--- config.mk ---
export PLATFORM = sky130hd
export DESIGN_NAME = ring_deque_engine_flat
export DESIGN_NICKNAME = d
export VERILOG_FILES = /design/src/rtl/core/rde_pkg.sv /design/src/rtl/core/rde_ifs.sv /design/src/rtl/core/ring_deque_engine.sv /design/src/flat_wrapper.sv
export SDC_FILE = /design/constraint.sdc
export NUM_CORES = 1
export LEC_CHECK = 0
export BUFFER_PORTS_ARGS = -buffer_cell sky130_fd_sc_hd__buf_4
export CAP_MARGIN = 20
export CELL_PAD_IN_SITES_DETAIL_PLACEMENT = 0
export CELL_PAD_IN_SITES_GLOBAL_PLACEMENT = 2
export CORE_MARGIN = 4
export CORE_UTILIZATION = 49
export DETAILED_ROUTE_END_ITERATION = 7
export HOLD_SLACK_MARGIN = 0.15
export PLACE_DENSITY_LB_ADDON = 0.2
export REMOVE_ABC_BUFFERS = 1
export SLEW_MARGIN = 0
export SYNTH_ARGS = -nofsm -noshare
export SYNTH_HDL_FRONTEND = slang
export SYNTH_SLANG_ARGS = --single-unit
--- constraint.sdc ---
create_clock -name clk -period 16 [get_ports clk]
set_clock_uncertainty 0.2 [all_clocks]
set_input_delay 2.4 -clock clk [delete_from_list [all_inputs] [get_ports clk]]
set_output_delay 2.4 -clock clk [all_outputs]
set_load 0.02 [all_outputs]
--- src/rtl/core/rde_pkg.sv ---
// Shared constants and types of the ring deque engine
package rde_pkg;

	localparam int DEPTH     = 16;
	localparam int ELEM_BITS = 32;
	localparam int ADDR_W    = $clog2(DEPTH);
	localparam int CNT_W     = $clog2(DEPTH + 1);

	localparam int OP_W    = 3;
	localparam int DATA_W  = 32;
	localparam int IDX_W   = 4;
	localparam int STAT_W  = 2;
	localparam int COUNT_W = 5;
	localparam int CAP_W   = 5;

	localparam logic [CAP_W-1:0] CAP_RESET = 5'd16;

	typedef enum logic [OP_W-1:0] {
		OP_PUSH_FRONT = 3'd0,
		OP_PUSH_BACK  = 3'd1,
		OP_POP_FRONT  = 3'd2,
		OP_POP_BACK   = 3'd3,
		OP_READ       = 3'd4
	} op_t;

	typedef enum logic [STAT_W-1:0] {
		ST_OK    = 2'd0,
		ST_FULL  = 2'd1,
		ST_EMPTY = 2'd2,
		ST_RANGE = 2'd3
	} status_t;

	// request metadata waiting for the memory read data
	typedef struct packed {
		logic               use_rd;
		status_t            status;
		logic [CNT_W-1:0]   count;
	} s1_t;

endpackage

--- src/rtl/core/rde_ifs.sv ---
// Request and response channel interfaces of the ring deque engine
interface rde_in_if;
	import rde_pkg::*;

	logic              valid;
	logic              ready;
	logic [OP_W-1:0]   op;
	logic [DATA_W-1:0] push_data;
	logic [IDX_W-1:0]  index;

	modport source (output valid, op, push_data, index, input ready);
	modport sink   (input valid, op, push_data, index, output ready);
endinterface

interface rde_out_if;
	import rde_pkg::*;

	logic               valid;
	logic               ready;
	logic [DATA_W-1:0]  out_data;
	logic [STAT_W-1:0]  status;
	logic [COUNT_W-1:0] count;

	modport source (output valid, out_data, status, count, input ready);
	modport sink   (input valid, out_data, status, count, output ready);
endinterface

--- src/rtl/core/ring_deque_engine.sv ---
// Ring deque engine: a double-ended queue in a circular one-port-read memory.
//
// req carries one operation per request: push front, push back, pop front,
// pop back or read at an index from the front. rsp returns one result per
// request, in order: the element popped or read (zero otherwise), a status
// (ok, full, empty, out of range) and the element count after the operation.
// cfg_we/cfg_wdata write the capacity register; write it only while idle.
//
// Head pointer and count update at the edge that accepts a request; the write
// or the synchronous read of the element memory happens at the same edge.
// The accepted request then waits in the s1 register with the read data and
// moves into the output register once that register is free or being taken;
// rsp.valid rises with it. Sustained rate is one request per cycle while rsp
// does not stall; a back-to-back read sees the write of the previous request
// since each memory access lands on its own edge.
// When rsp stalls, the output register and one request in flight hold, and
// req.ready drops until the output register frees.
// Reset clears head, count and the pipeline valids, and sets capacity to 16;
// the element memory is not cleared (unwritten entries are never returned).
module ring_deque_engine (
	input  logic                       clk,
	input  logic                       arst_n,
	input  logic                       cfg_we,
	input  logic [rde_pkg::CAP_W-1:0]  cfg_wdata,
	rde_in_if.sink                     req,
	rde_out_if.source                  rsp
);
	import rde_pkg::*;

	logic [ELEM_BITS-1:0] mem [DEPTH];
	logic [ELEM_BITS-1:0] mem_rd_q;

	logic [CAP_W-1:0]   cap_q;
	logic [ADDR_W-1:0]  head_q;
	logic [CNT_W-1:0]   fill_q;

	s1_t                s1_q;
	logic               s1_vld_q;

	logic               out_vld_q;
	logic [DATA_W-1:0]  out_data_q;
	status_t            out_status_q;
	logic [COUNT_W-1:0] out_count_q;

	logic               accept;
	logic               advance;
	logic [CNT_W-1:0]   eff_cap;
	logic               full;
	logic               empty;
	logic [ADDR_W-1:0]  nxt_head;
	logic [CNT_W-1:0]   nxt_fill;
	logic               wr_en;
	logic [ADDR_W-1:0]  wr_addr;
	logic [ADDR_W-1:0]  rd_addr;
	logic               rd_use;
	status_t            st;

	// ring position of the element at offset off from head, wrapping at DEPTH
	function automatic logic [ADDR_W-1:0] ring_add(input logic [ADDR_W-1:0] h,
			input logic [CNT_W-1:0] off);
		logic [ADDR_W:0] s;
		s = {1'b0, h} + (ADDR_W+1)'(off);
		if (s >= (ADDR_W+1)'(DEPTH))
			s = s - (ADDR_W+1)'(DEPTH);
		return s[ADDR_W-1:0];
	endfunction

	assign accept    = req.valid && req.ready;
	assign advance   = s1_vld_q && (!out_vld_q || rsp.ready);
	assign req.ready = !s1_vld_q || advance;

	always_comb begin
		if (cap_q == '0)
			eff_cap = CNT_W'(1);
		else if (int'(cap_q) > DEPTH)
			eff_cap = CNT_W'(DEPTH);
		else
			eff_cap = CNT_W'(cap_q);
	end

	assign full  = fill_q >= eff_cap;
	assign empty = fill_q == '0;

	always_comb begin
		nxt_head = head_q;
		nxt_fill = fill_q;
		wr_en    = 1'b0;
		wr_addr  = head_q;
		rd_addr  = head_q;
		rd_use   = 1'b0;
		st       = ST_OK;
		case (req.op)
			OP_PUSH_FRONT: begin
				if (full) begin
					st = ST_FULL;
				end else begin
					nxt_head = (head_q == '0) ? ADDR_W'(DEPTH - 1) : head_q - 1'b1;
					wr_en    = 1'b1;
					wr_addr  = nxt_head;
					nxt_fill = fill_q + 1'b1;
				end
			end
			OP_PUSH_BACK: begin
				if (full) begin
					st = ST_FULL;
				end else begin
					wr_en    = 1'b1;
					wr_addr  = ring_add(head_q, fill_q);
					nxt_fill = fill_q + 1'b1;
				end
			end
			OP_POP_FRONT: begin
				if (empty) begin
					st = ST_EMPTY;
				end else begin
					rd_addr  = head_q;
					rd_use   = 1'b1;
					nxt_head = ring_add(head_q, CNT_W'(1));
					nxt_fill = fill_q - 1'b1;
				end
			end
			OP_POP_BACK: begin
				if (empty) begin
					st = ST_EMPTY;
				end else begin
					rd_addr  = ring_add(head_q, fill_q - 1'b1);
					rd_use   = 1'b1;
					nxt_fill = fill_q - 1'b1;
				end
			end
			OP_READ: begin
				if (int'(req.index) >= int'(fill_q)) begin
					st = ST_RANGE;
				end else begin
					rd_addr = ring_add(head_q, CNT_W'(req.index));
					rd_use  = 1'b1;
				end
			end
			default: begin
			end
		endcase
	end

	// element memory: one write port, one registered read port
	always_ff @(posedge clk) begin
		if (accept && wr_en)
			mem[wr_addr] <= ELEM_BITS'(req.push_data);
		if (accept)
			mem_rd_q <= mem[rd_addr];
	end

	always_ff @(posedge clk or negedge arst_n) begin
		if (!arst_n) begin
			cap_q <= CAP_RESET;
		end else if (cfg_we) begin
			cap_q <= cfg_wdata;
		end
	end

	always_ff @(posedge clk or negedge arst_n) begin
		if (!arst_n) begin
			head_q <= '0;
			fill_q <= '0;
		end else if (accept) begin
			head_q <= nxt_head;
			fill_q <= nxt_fill;
		end
	end

	always_ff @(posedge clk or negedge arst_n) begin
		if (!arst_n) begin
			s1_vld_q  <= 1'b0;
			out_vld_q <= 1'b0;
		end else begin
			if (accept)
				s1_vld_q <= 1'b1;
			else if (advance)
				s1_vld_q <= 1'b0;
			if (advance)
				out_vld_q <= 1'b1;
			else if (rsp.ready)
				out_vld_q <= 1'b0;
		end
	end

	always_ff @(posedge clk) begin
		if (accept) begin
			s1_q.use_rd <= rd_use;
			s1_q.status <= st;
			s1_q.count  <= nxt_fill;
		end
		if (advance) begin
			out_data_q   <= s1_q.use_rd ? DATA_W'(mem_rd_q) : '0;
			out_status_q <= s1_q.status;
			out_count_q  <= COUNT_W'(s1_q.count);
		end
	end

	assign rsp.valid    = out_vld_q;
	assign rsp.out_data = out_data_q;
	assign rsp.status   = out_status_q;
	assign rsp.count    = out_count_q;

endmodule

--- src/flat_wrapper.sv ---
// flat-port wrapper written by rule: the top's interface ports become plain ports
module ring_deque_engine_flat import rde_pkg::*;
  (clk, arst_n, cfg_we, cfg_wdata, req_valid, req_op, req_push_data, req_index, req_ready, rsp_valid, rsp_out_data, rsp_status, rsp_count, rsp_ready);
  rde_in_if req_i ();
  rde_out_if rsp_i ();
  input  logic clk;
  input  logic arst_n;
  input  logic cfg_we;
  input  logic [rde_pkg::CAP_W-1:0] cfg_wdata;
  input wire logic [$bits(req_i.valid)-1:0] req_valid;
  input wire logic [$bits(req_i.op)-1:0] req_op;
  input wire logic [$bits(req_i.push_data)-1:0] req_push_data;
  input wire logic [$bits(req_i.index)-1:0] req_index;
  output wire logic [$bits(req_i.ready)-1:0] req_ready;
  output wire logic [$bits(rsp_i.valid)-1:0] rsp_valid;
  output wire logic [$bits(rsp_i.out_data)-1:0] rsp_out_data;
  output wire logic [$bits(rsp_i.status)-1:0] rsp_status;
  output wire logic [$bits(rsp_i.count)-1:0] rsp_count;
  input wire logic [$bits(rsp_i.ready)-1:0] rsp_ready;
  assign req_i.valid = req_valid;
  assign req_i.op = req_op;
  assign req_i.push_data = req_push_data;
  assign req_i.index = req_index;
  assign req_ready = req_i.ready;
  assign rsp_valid = rsp_i.valid;
  assign rsp_out_data = rsp_i.out_data;
  assign rsp_status = rsp_i.status;
  assign rsp_count = rsp_i.count;
  assign rsp_i.ready = rsp_ready;
  ring_deque_engine u_core (.clk(clk), .arst_n(arst_n), .cfg_we(cfg_we), .cfg_wdata(cfg_wdata), .req(req_i), .rsp(rsp_i));
endmodule
==> summary.txt, run 1 <==
Status = complete, no violations
Largest net degree at the start of global routing = 129
H-tree depth = 3
Simple-gate share of the synthesized area = 8.80%
Worst setup SP type = primary input
Worst Path Buf+Inv = 5
Final hold violations = 0
Die X = 243 um
Xor/xnor share of the synthesized area = 0.415%
Number of distinct library cells after synthesis = 62
GRT Overall Usage = 25.7%
Compound-cell area share of the yosys netlist = 13.7%
# resized after CTS = 0
Fin crit period = 6150 ps
Critical path's largest stage delay = 660 ps
GRT overflow = 0
Mean number of vias per cell = 6.65
Root Buffer = clkbuf_16
Maxcap violations = 0
Top cell by count, worst path = buf_4
Port buffer count = 89
Final Max Tran Viols = 0
RSZ-0062 raised after global routing = false
Dominant synthesized flop cell = edfxtp_1
Pleak = 10.1 nW
Worst Path Max Fanout = 128
Hold EP = u_core.rsp.status[1]$_DFFE_PP_
# IOs = 90
Nets = 1962
Crit end category = flop
Core Region = 55000 sq um
Number of DRC markers in iteration 0 = 1832
Die area = 59200 sq um
Reg-to-reg setup timing slack = 10860 ps
Die Y-Extent = 243 um
Arrival time worst endpoint = 6260 ps
Worst-margin pin slew = 1180 ps
Pre-Repair DR Iteration Count = 6
Critical path cell sequence = buf_4 > ha_1 > nand2_1 > o21ai_0 > a21boi_4 > buf_4 > buf_4 > buf_16 > o21ai_4 > buf_12 > mux2_2 > o2111ai_1 > nand4_1
Final GP Congestion = 0.802
Global-route wire length before repair = 116000 um
Post-CTS Hold Buffers = 0
Synthesis-stage register bit count = 607
HPWL Detailed = 34900 um
CTS tree = yes
Antenna-violating nets left = 0
Area growth syn-to-layout = 12.9%
Hold crit path type = reg2reg
Row count = 86
Cell area after synthesis = 27100 sq um
Post-route cell area = 30600 sq um
Largest family of logic cells by synthesized area = compound AO/OA/AOI/OAI gates
CP Class = in2reg
FMAX = 163 MHz
Hold Slack = 222 ps
Fin crit share = 38.4%
Skew-Pair Late Insertion Delay = 610 ps
Initial antenna violation count = 2
Filler cell count in the final layout = 4428
Initial core utilization = 49.4%
FFs w/ async S/R, synth = 2.64%
Worst reg2reg path startpoint = u_core.fill_q[0]$_DFFE_PN0P_
Wire length per cell = 28.8 um
VDD IR max = 0.127 mV
Clk slew on worst S/H paths = 60 ps
Hold depth = 0
Rel. slew slack = 21.7%
Warnings, synthesis = 0
Layout cells sized above 1 = 15.8%
Adder-Cell Fraction of Synth Area = 1.28%
Placed inst area = 28400 sq um
Hold wc startpoint = u_core.s1_q[6]$_DFFE_PP_
Clock sink count = 607
Worst reg2reg path endpoint = u_core.mem_rd_q[30]$_DFFE_PP_
Vias = 17876
Setup bufs post-CTS = 0
Non-filler cells, final = 2689
Sequential area share after synthesis = 66.9%
Critical path's top delay family = buffers and inverters
Reg2reg path depth = 10
Setup violators final = 0
CTS max path bufs = 3
Placed Cells = 2564
Vias in the first global route = 18266
Mux cell area share after synthesis = 5.72%
Worst endpoint required time = 16110 ps
Total routed wirelength = 77400 um
Syn Inst Count = 1879
Drt drc = 0
Slowest cell on crit path = buf_12
Syn Area/Cell = 14.4 sq um
Power Dens Cells = 171 nW/um^2
Number of synthesized flops with an enable pin = 591
TritonCTS buffer count = 67
[sequential cells by signal, indices dropped and copies added (netlist names), 4 cells and up]
| register | count |
|---|---|
| u_core.cap_q | 5 |
| u_core.s1_q | 8 |
| u_core.fill_q | 5 |
| u_core.rsp.out_data | 32 |
| u_core.rsp.count | 5 |
| u_core.mem_rd_q | 32 |
| u_core.mem | 512 |
| u_core.head_q | 4 |
[area by class of cell]
class | instances | area (sq um) | share of cell area, %
Inverter | 17 | 63.8 | 0.208
Timing Repair Buffer | 130 | 1030 | 3.36
Clock inverter | 35 | 303 | 0.988
Multi-Input combinational cell | 1064 | 8320 | 27.2
Clock buffer | 87 | 1840 | 5.99
Tap cell | 748 | 936 | 3.05
Sequential cell | 607 | 18100 | 59.2
Antenna cell | 1 | 2.50 | 0.00817
[cell usage after synthesis (4+ instances only)]
cell type	n	area [sq um]
a21o_1	5	37.5
a21oi_1	14	70.1
a2bb2oi_1	128	1120
a31oi_1	5	31.3
and2_1	33	206
buf_1	13	48.8
buf_2	16	80.1
buf_4	9	67.6
buf_6	7	78.8
clkbuf_1	146	548
dfrtp_1	15	375
edfxtp_1	591	17700
ha_1	23	288
inv_1	17	63.8
mux2_1	88	991
mux2_2	46	518
nand2_1	35	131
nand2b_1	10	62.6
nand3_1	135	676
nand4_1	158	988
nor2_1	20	75.1
nor3_1	18	90.1
o2111ai_1	128	1120
o211ai_1	133	998
o21a_1	4	30.0
o21ai_0	17	85.1
or3_1	4	25.0
xnor2_1	8	70.1
[cells by family after synthesis]
kind of cell | after synthesis
AO/OA/AOI/OAI | 457
XOR/XNOR | 12
adder cells (fa/ha/maj) | 26
buffers and inverters | 208
flip-flops | 607
multiplexers | 138
AND/OR/NAND/NOR | 431
[where the power goes]
part	switching [mW]	internal (mW)
sequential	0.0639	1.89
clock	0.633	0.878
combinational	1.16	0.621
[through the flow]
step           worst slack, ps  setup TNS (ps)  utilization, %  power (mW)
2_1_floorplan            -7980         -255450               -        3.18
3_3_place_gp              9010               0            51.7        3.73
3_5_place_dp              8980               0            51.7        3.75
4_1_cts                   9590               0            55.6        5.26
5_1_grt                   9650               0            55.7        5.50
6_report                  9850               0            55.7        5.25
[cell usage in the layout (no fill, tap or decap), types with 6 or more instances in the layout]
cell         n
nand4_1    158
ha_1        23
xnor2_1      8
edfxtp_1   591
inv_1       16
nand2b_1    10
a2bb2oi_1  128
dfrtp_1     15
clkinv_1    16
o211ai_1   133
nor3_1       6
nand2_1     33
nor3_2      13
mux2_2      45
o2111ai_1  128
buf_4      127
and2_1      32
nor2_1      16
clkbuf_16   70
o21ai_0     16
a21oi_1     14
clkbuf_1    15
mux2_1      88
nand3_1    134
[how the worst max path moves through the flow]
stage / end / cells after the start / startpoint / slack (ps)
after CTS: u_core.mem_rd_q[30]$_DFFE_PP_ / 12 / req_index[2] / 9590
after floorplan: u_core.mem_rd_q[0]$_DFFE_PP_ / 9 / req_index[0] / -7980
after global placement: u_core.mem_rd_q[30]$_DFFE_PP_ / 12 / req_index[2] / 9010
after global routing: u_core.mem_rd_q[30]$_DFFE_PP_ / 13 / req_index[2] / 9650
final: u_core.mem_rd_q[30]$_DFFE_PP_ / 13 / req_index[2] / 9850
after detailed placement: u_core.mem_rd_q[30]$_DFFE_PP_ / 12 / req_index[2] / 8980
[layer usage]
layer,share of wire [%],global-route usage [%]
met1,42,35.0
met2,48,42.0
met3,7.2,4.70
met4,2.7,8.50
met5,0,0
No activity file was read; power rests on OpenSTA's default activity.
==> run 2: changes to the inputs <==
--- a/config.mk
+++ b/config.mk
@@ -10,7 +10,7 @@
 export CELL_PAD_IN_SITES_DETAIL_PLACEMENT = 0
 export CELL_PAD_IN_SITES_GLOBAL_PLACEMENT = 2
 export CORE_MARGIN = 4
-export CORE_UTILIZATION = 49
+export CORE_UTILIZATION = 41
 export DETAILED_ROUTE_END_ITERATION = 7
 export HOLD_SLACK_MARGIN = 0.15
 export PLACE_DENSITY_LB_ADDON = 0.2
==> constraint.sdc (replaced) <==
create_clock -name clk -period 5.5 [get_ports clk]
set_clock_uncertainty 0.2 [all_clocks]
set_input_delay 0.825 -clock clk [delete_from_list [all_inputs] [get_ports clk]]
set_output_delay 0.825 -clock clk [all_outputs]
set_load 0.02 [all_outputs]
==> summary.txt, run 2 (synthesis results as in run 1) <==
Total routed wirelength = 80700 um (+4.3%)
Pleak = 10.2 nW (+1.0%)
Diode count = 0 (-1)
Reg-to-reg setup timing slack = 1290 ps (-9570 ps)
Largest net degree at the start of global routing = 164 (+27%)
Non-filler cells, final = 2813 (+4.6%)
Power Dens Cells = 499 nW/um^2 (+190%)
H-tree depth = 3 (unchanged)
# IOs = 90 (unchanged)
Worst endpoint required time = 5740 ps (-10370 ps)
CTS tree = yes
Worst reg2reg path endpoint = u_core.mem_rd_q[22]$_DFFE_PP_
Fin crit period = 4210 ps
Power, Total = 15.5 mW (+200%)
Most frequent cells in the layout = 591 x edfxtp_1, 158 x nand4_1, 134 x nand3_1, 133 x o211ai_1
Global-route wire length before repair = 120000 um (+4.1%)
Setup bufs post-CTS = 0 (unchanged)
Number of DRC markers in iteration 0 = 1699 (-7.3%)
Mean number of vias per cell = 6.37 (-4.2%)
Hold Slack = 217 ps (-4.75 ps)
Final hold violations = 0 (unchanged)
FMAX = 238 MHz
Initial antenna violation count = 2 (unchanged)
Vias in the first global route = 18394 (+0.70%)
Final Max Tran Viols = 0 (unchanged)
Commonest non-fill, non-tap cell in the layout = edfxtp_1
CTS max path bufs = 3 (unchanged)
Arrival time worst endpoint = 4440 ps (-1820 ps)
Hold wc startpoint = cfg_we
Status = complete, no violations
Worst-margin pin slew = 1130 ps (-41.8 ps)
Clock sink count = 607 (unchanged)
Skew-Pair Late Insertion Delay = 610 ps (about the same)
Post-CTS Hold Buffers = 1 (+1)
Post-route cell area = 31000 sq um (+1.3%)
Worst setup SP type = flop
Placed inst area = 28900 sq um (+1.5%)
Setup violators final = 0 (unchanged)
Rel. slew slack = 24.4% (+2.8 points)
VDD IR max = 0.363 mV (+190%)
Placed Cells = 2689 (+4.9%)
Largest register FFs = 512 (unchanged)
Die area = 70400 sq um (+19%)
Die X = 265 um (+9.0%)
Hold crit path type = in2reg
Layout cells sized above 1 = 16.1% (+0.34 points)
Final GP Congestion = 0.810 (+0.97%)
TritonCTS buffer count = 68 (+1.5%)
GRT overflow = 0 (unchanged)
Clk slew on worst S/H paths = 60 ps (about the same)
Row count = 94 (+9.3%)
Most flop-heavy register = u_core.mem
Filler cell count in the final layout = 5702 (+29%)
Port buffer count = 89 (unchanged)
Wire length per cell = 28.7 um (-0.32%)
GRT Overall Usage = 22.6% (-3.1 points)
Hold EP = u_core.cap_q[4]$_DFFE_PN1P_
Drt drc = 0 (unchanged)
Fin crit share = 76.5%
Reg2reg path depth = 12 (+2)
RSZ-0062 raised after global routing = false
HPWL Detailed = 38500 um (+10%)
Maxcap violations = 0 (unchanged)
CP Class = reg2reg
Nets = 1971 (+0.46%)
Crit end category = flop
Hold depth = 2 (+2)
Core Region = 65700 sq um (+20%)
Worst reg2reg path startpoint = u_core.fill_q[0]$_DFFE_PN0P_
Pre-Repair DR Iteration Count = 6 (unchanged)
Worst Path Max Fanout = 39 (-70%)
Antenna-violating nets left = 0 (unchanged)
Initial core utilization = 41.3% (-8.1 points)
Die Y-Extent = 265 um (+9.0%)
Area growth syn-to-layout = 14.3%
Root Buffer = clkbuf_16
# resized after CTS = 0 (unchanged)
Vias = 17912 (+0.20%)
run 2: layout make-up:
class                   count  area (sq um)  area share, %
clock buffers              88          1840           5.93
clock inverters            35           299          0.964
inverters                  17          63.8          0.206
multi-input cells        1064          8320           26.8
flip-flops and latches    607         18100           58.5
well taps                 864          1080           3.48
repair buffers            138          1280           4.11
run 2: critical path, cell delays in order (launching register included):
cell and delay, ps:
dfrtp_1 520, inv_1 190, ha_1 390, inv_1 100, ha_1 270, a21o_1 150
a21oi_1 170, xnor2_1 100, o22ai_2 380, xor2_4 490, buf_4 630, o2111ai_1 240
nand4_1 160
run 2: worst max-delay path by stage:
stage          slack (ps)  depth (start not counted)                         start                            end
2_1_floorplan      -16910                          9                  req_index[0]   u_core.mem_rd_q[0]$_DFFE_PP_
3_3_place_gp         1050                         10                  req_index[2]  u_core.mem_rd_q[20]$_DFFE_PP_
3_5_place_dp         1180                         11                  req_index[2]  u_core.mem_rd_q[30]$_DFFE_PP_
4_1_cts              1300                         11  u_core.fill_q[0]$_DFFE_PN0P_     u_core.mem[8][3]$_DFFE_PP_
5_1_grt              1000                         11  u_core.fill_q[2]$_DFFE_PN0P_  u_core.mem_rd_q[30]$_DFFE_PP_
6_report             1290                         12  u_core.fill_q[0]$_DFFE_PN0P_  u_core.mem_rd_q[22]$_DFFE_PP_
run 2: routing by layer:
metal  routed length, um  up-vias  global-route usage (%)
met5                  27        -                       0
met4                1910        4                    7.17
met3                4400      108                    3.44
met2               38300      582                    36.7
met1               36000     9376                    31.6
li1                    -     7842                       -
run 2: where the power goes:
part           switching, mW  leakage, nW  internal [mW]
Combinational           3.47         3.59           1.90
Sequential             0.186         5.55           5.51
Clock                   1.87         1.04           2.56
run 2: metrics by stage:
step	TNS (ps)	setup slack, ps	utilization [%]
floorplan	-541050	-16910	-
global placement	0	1050	43.9
detailed placement	0	1180	43.9
CTS	0	1300	47.2
global route	0	1000	47.2
finish	0	1290	47.2
==> run 3: changes to the inputs <==
==> constraint.sdc (replaced) <==
create_clock -name clk -period 3.6 [get_ports clk]
set_clock_uncertainty 0.2 [all_clocks]
set_input_delay 0.54 -clock clk [delete_from_list [all_inputs] [get_ports clk]]
set_output_delay 0.54 -clock clk [all_outputs]
set_load 0.02 [all_outputs]
==> summary.txt, run 3 (synthesis results as in run 1) <==
Die area = 70400 sq um (unchanged)
Filler cell count in the final layout = 5471 (-4.1%)
Fin crit period = 3500 ps (-709 ps)
Area growth syn-to-layout = 24.2%
Rel. slew slack = 31.8% (+7.4 points)
Fin crit share = 97.2% (+21 points)
Worst Path Max Fanout = 26 (-33%)
Skew-Pair Late Insertion Delay = 600 ps (about the same)
Worst-margin pin slew = 1020 ps (-111 ps)
Register area = 18100 sq um (about the same)
TritonCTS buffer count = 69 (+1.5%)
PnR worst setup slack = 101 ps (-1190 ps)
Global-route wire length before repair = 124000 um (+3.1%)
Slowest cell on crit path = or4b_4
Pint = 16.7 mW (+68%)
Antenna-violating nets left = 0 (unchanged)
Status = complete, no violations
Hold crit path type = in2async
Row count = 94 (unchanged)
Crit end category = flop
Most flop-heavy register = u_core.mem
Reg-to-reg setup timing slack = 100 ps (-1190 ps)
Clk slew on worst S/H paths = 60 ps (about the same)
Die X = 265 um (unchanged)
Core Util, Final = 51.3% (+4.1 points)
Maxcap violations = 0 (unchanged)
Commonest non-fill, non-tap cell in the layout = edfxtp_1
Power, Total = 26.0 mW (+68%)
CP Class = reg2reg
Pre-Repair DR Iteration Count = 5 (-1)
Total routed wirelength = 85100 um (+5.4%)
Initial core utilization = 41.3% (unchanged)
Final hold violations = 0 (unchanged)
Switching power = 9.29 mW (+68%)
Nets = 2195 (+11%)
Placed inst area = 30600 sq um (+6.0%)
Initial antenna violation count = 1 (-1)
Vias = 18700 (+4.4%)
Number of DRC markers in iteration 0 = 1761 (+3.6%)
GRT overflow = 0 (unchanged)
CTS tree = yes
Final Max Tran Viols = 0 (unchanged)
Wire length per cell = 28.0 um (-2.3%)
Area of the multi-input gates = 8460 sq um (+1.6%)
Place WS = -364 ps (-1540 ps)
Arrival time worst endpoint = 3590 ps (-850 ps)
CTS max path bufs = 3 (unchanged)
Comb power frac = 40.3% (+5.7 points)
Core Region = 65700 sq um (unchanged)
# IOs = 90 (unchanged)
Drt drc = 0 (unchanged)
Pleak = 11.5 nW (+13%)
Sw frac = 35.7% (+0.066 points)
Critical path cell sequence = inv_1 > buf_4 > ha_2 > or4b_4 > a21o_4 > nand2_4 > o21ai_4 > buf_12 > buf_12 > buf_4 > mux2_1 > o2111ai_1 > nand4_1
Most frequent cells in the layout = 591 x edfxtp_1, 237 x buf_4, 158 x nand4_1, 134 x nand3_1, 133 x o211ai_1
Power Dens Cells = 771 nW/um^2 (+55%)
Die Y-Extent = 265 um (unchanged)
Worst setup SP type = flop
VDD IR max = 0.395 mV (+8.6%)
Worst endpoint required time = 3690 ps (-2050 ps)
Root Buffer = clkbuf_16
Post-route cell area = 33700 sq um (+8.6%)
Vias in the first global route = 18606 (+1.2%)
Critical path's largest stage delay = 540 ps (-90 ps)
Largest register FFs = 512 (unchanged)
FMAX = 286 MHz (+20%)
Layout cells sized above 1 = 23.7% (+7.6 points)
Mean number of vias per cell = 6.16 (-3.3%)
Clock sink count = 607 (unchanged)
Reg power frac = 33.1% (-3.7 points)
Port buffer count = 89 (unchanged)
Setup violators final = 0 (unchanged)
GRT Overall Usage = 23.4% (+0.82 points)
Final GP Congestion = 0.853 (+5.3%)
HPWL Detailed = 52300 um (+36%)
Clock power frac = 26.7% (-1.9 points)
Largest net degree at the start of global routing = 77 (-53%)
H-tree depth = 3 (unchanged)
run 3: worst max-delay path, delay by kind of cell, from the launching register on:
family	cells	cell delay [ps]
AND/OR/NAND/NOR	3	830
buffers and inverters	5	710
AO/OA/AOI/OAI	3	520
flip-flops	1	370
multiplexers	1	330
adder cells (fa/ha/maj)	1	200
run 3: metal layers:
layer	up-vias	global-route usage (%)	wire [um]
li1	8284	-	-
met1	9612	33.8	37500
met2	727	37.0	40100
met3	77	4.53	6220
met4	0	5.57	1270
met5	-	0	0
run 3: final cells by class:
cell class,count,share of cell area [%]
Multi-Input combinational cell,1064,25.1
Clock buffer,88,5.65
Timing Repair Buffer,361,11.0
Antenna cell,2,0.0148
Inverter,17,0.189
Tap cell,864,3.21
Clock inverter,33,0.965
Sequential cell,607,53.8
run 3: worst paths after layout:
| path | startpoint | end | cells after the start |
|---|---|---|---|
| max | u_core.fill_q[0]$_DFFE_PN0P_ | u_core.mem_rd_q[5]$_DFFE_PP_ | 13 |
| min | arst_n | u_core.cap_q[4]$_DFFE_PN1P_ | 2 |
| max reg2reg | u_core.fill_q[0]$_DFFE_PN0P_ | u_core.mem_rd_q[5]$_DFFE_PP_ | 13 |
| min reg2reg | u_core.s1_q[2]$_DFFE_PP_ | u_core.rsp.count[2]$_DFFE_PP_ | 0 |
| max in group asynchronous | arst_n | u_core.fill_q[1]$_DFFE_PN0P_ | 3 |
| min in group clk | u_core.s1_q[2]$_DFFE_PP_ | u_core.rsp.count[2]$_DFFE_PP_ | 0 |
run 3: metrics by stage:
| stage | std cells | hold slack, ps | setup TNS (ps) |
|---|---|---|---|
| 2_1_floorplan | 1688 | 44.4 | -1262310 |
| 3_3_place_gp | 2853 | 215 | -110620 |
| 3_5_place_dp | 2853 | 210 | -82630 |
| 4_1_cts | 3020 | 169 | 0 |
| 5_1_grt | 3034 | 198 | -134 |
| 6_report | 3036 | 214 | 0 |
run 3: repair_timing:
action                                  4_1_cts  5_1_grt
gates cloned                                  1        6
pin swaps                                     2        9
setup buffers                                 1        8
resized for setup                            17       21
hold endpoints to repair                    537        0
hold buffers                                 44        0
endpoints found under the setup margin      445      471
run 3: power groups by stage:
| stage | sequential (mW) | combinational, mW | clock, mW |
|---|---|---|---|
| after floorplan | 8.83 | 5.30 | 0 |
| after global placement | 8.73 | 10.0 | 0 |
| after detailed placement | 8.73 | 10.0 | 0 |
| after CTS | 8.59 | 10.2 | 7.08 |
| after global routing | 8.63 | 11.1 | 7.40 |
| final | 8.60 | 10.5 | 6.93 |
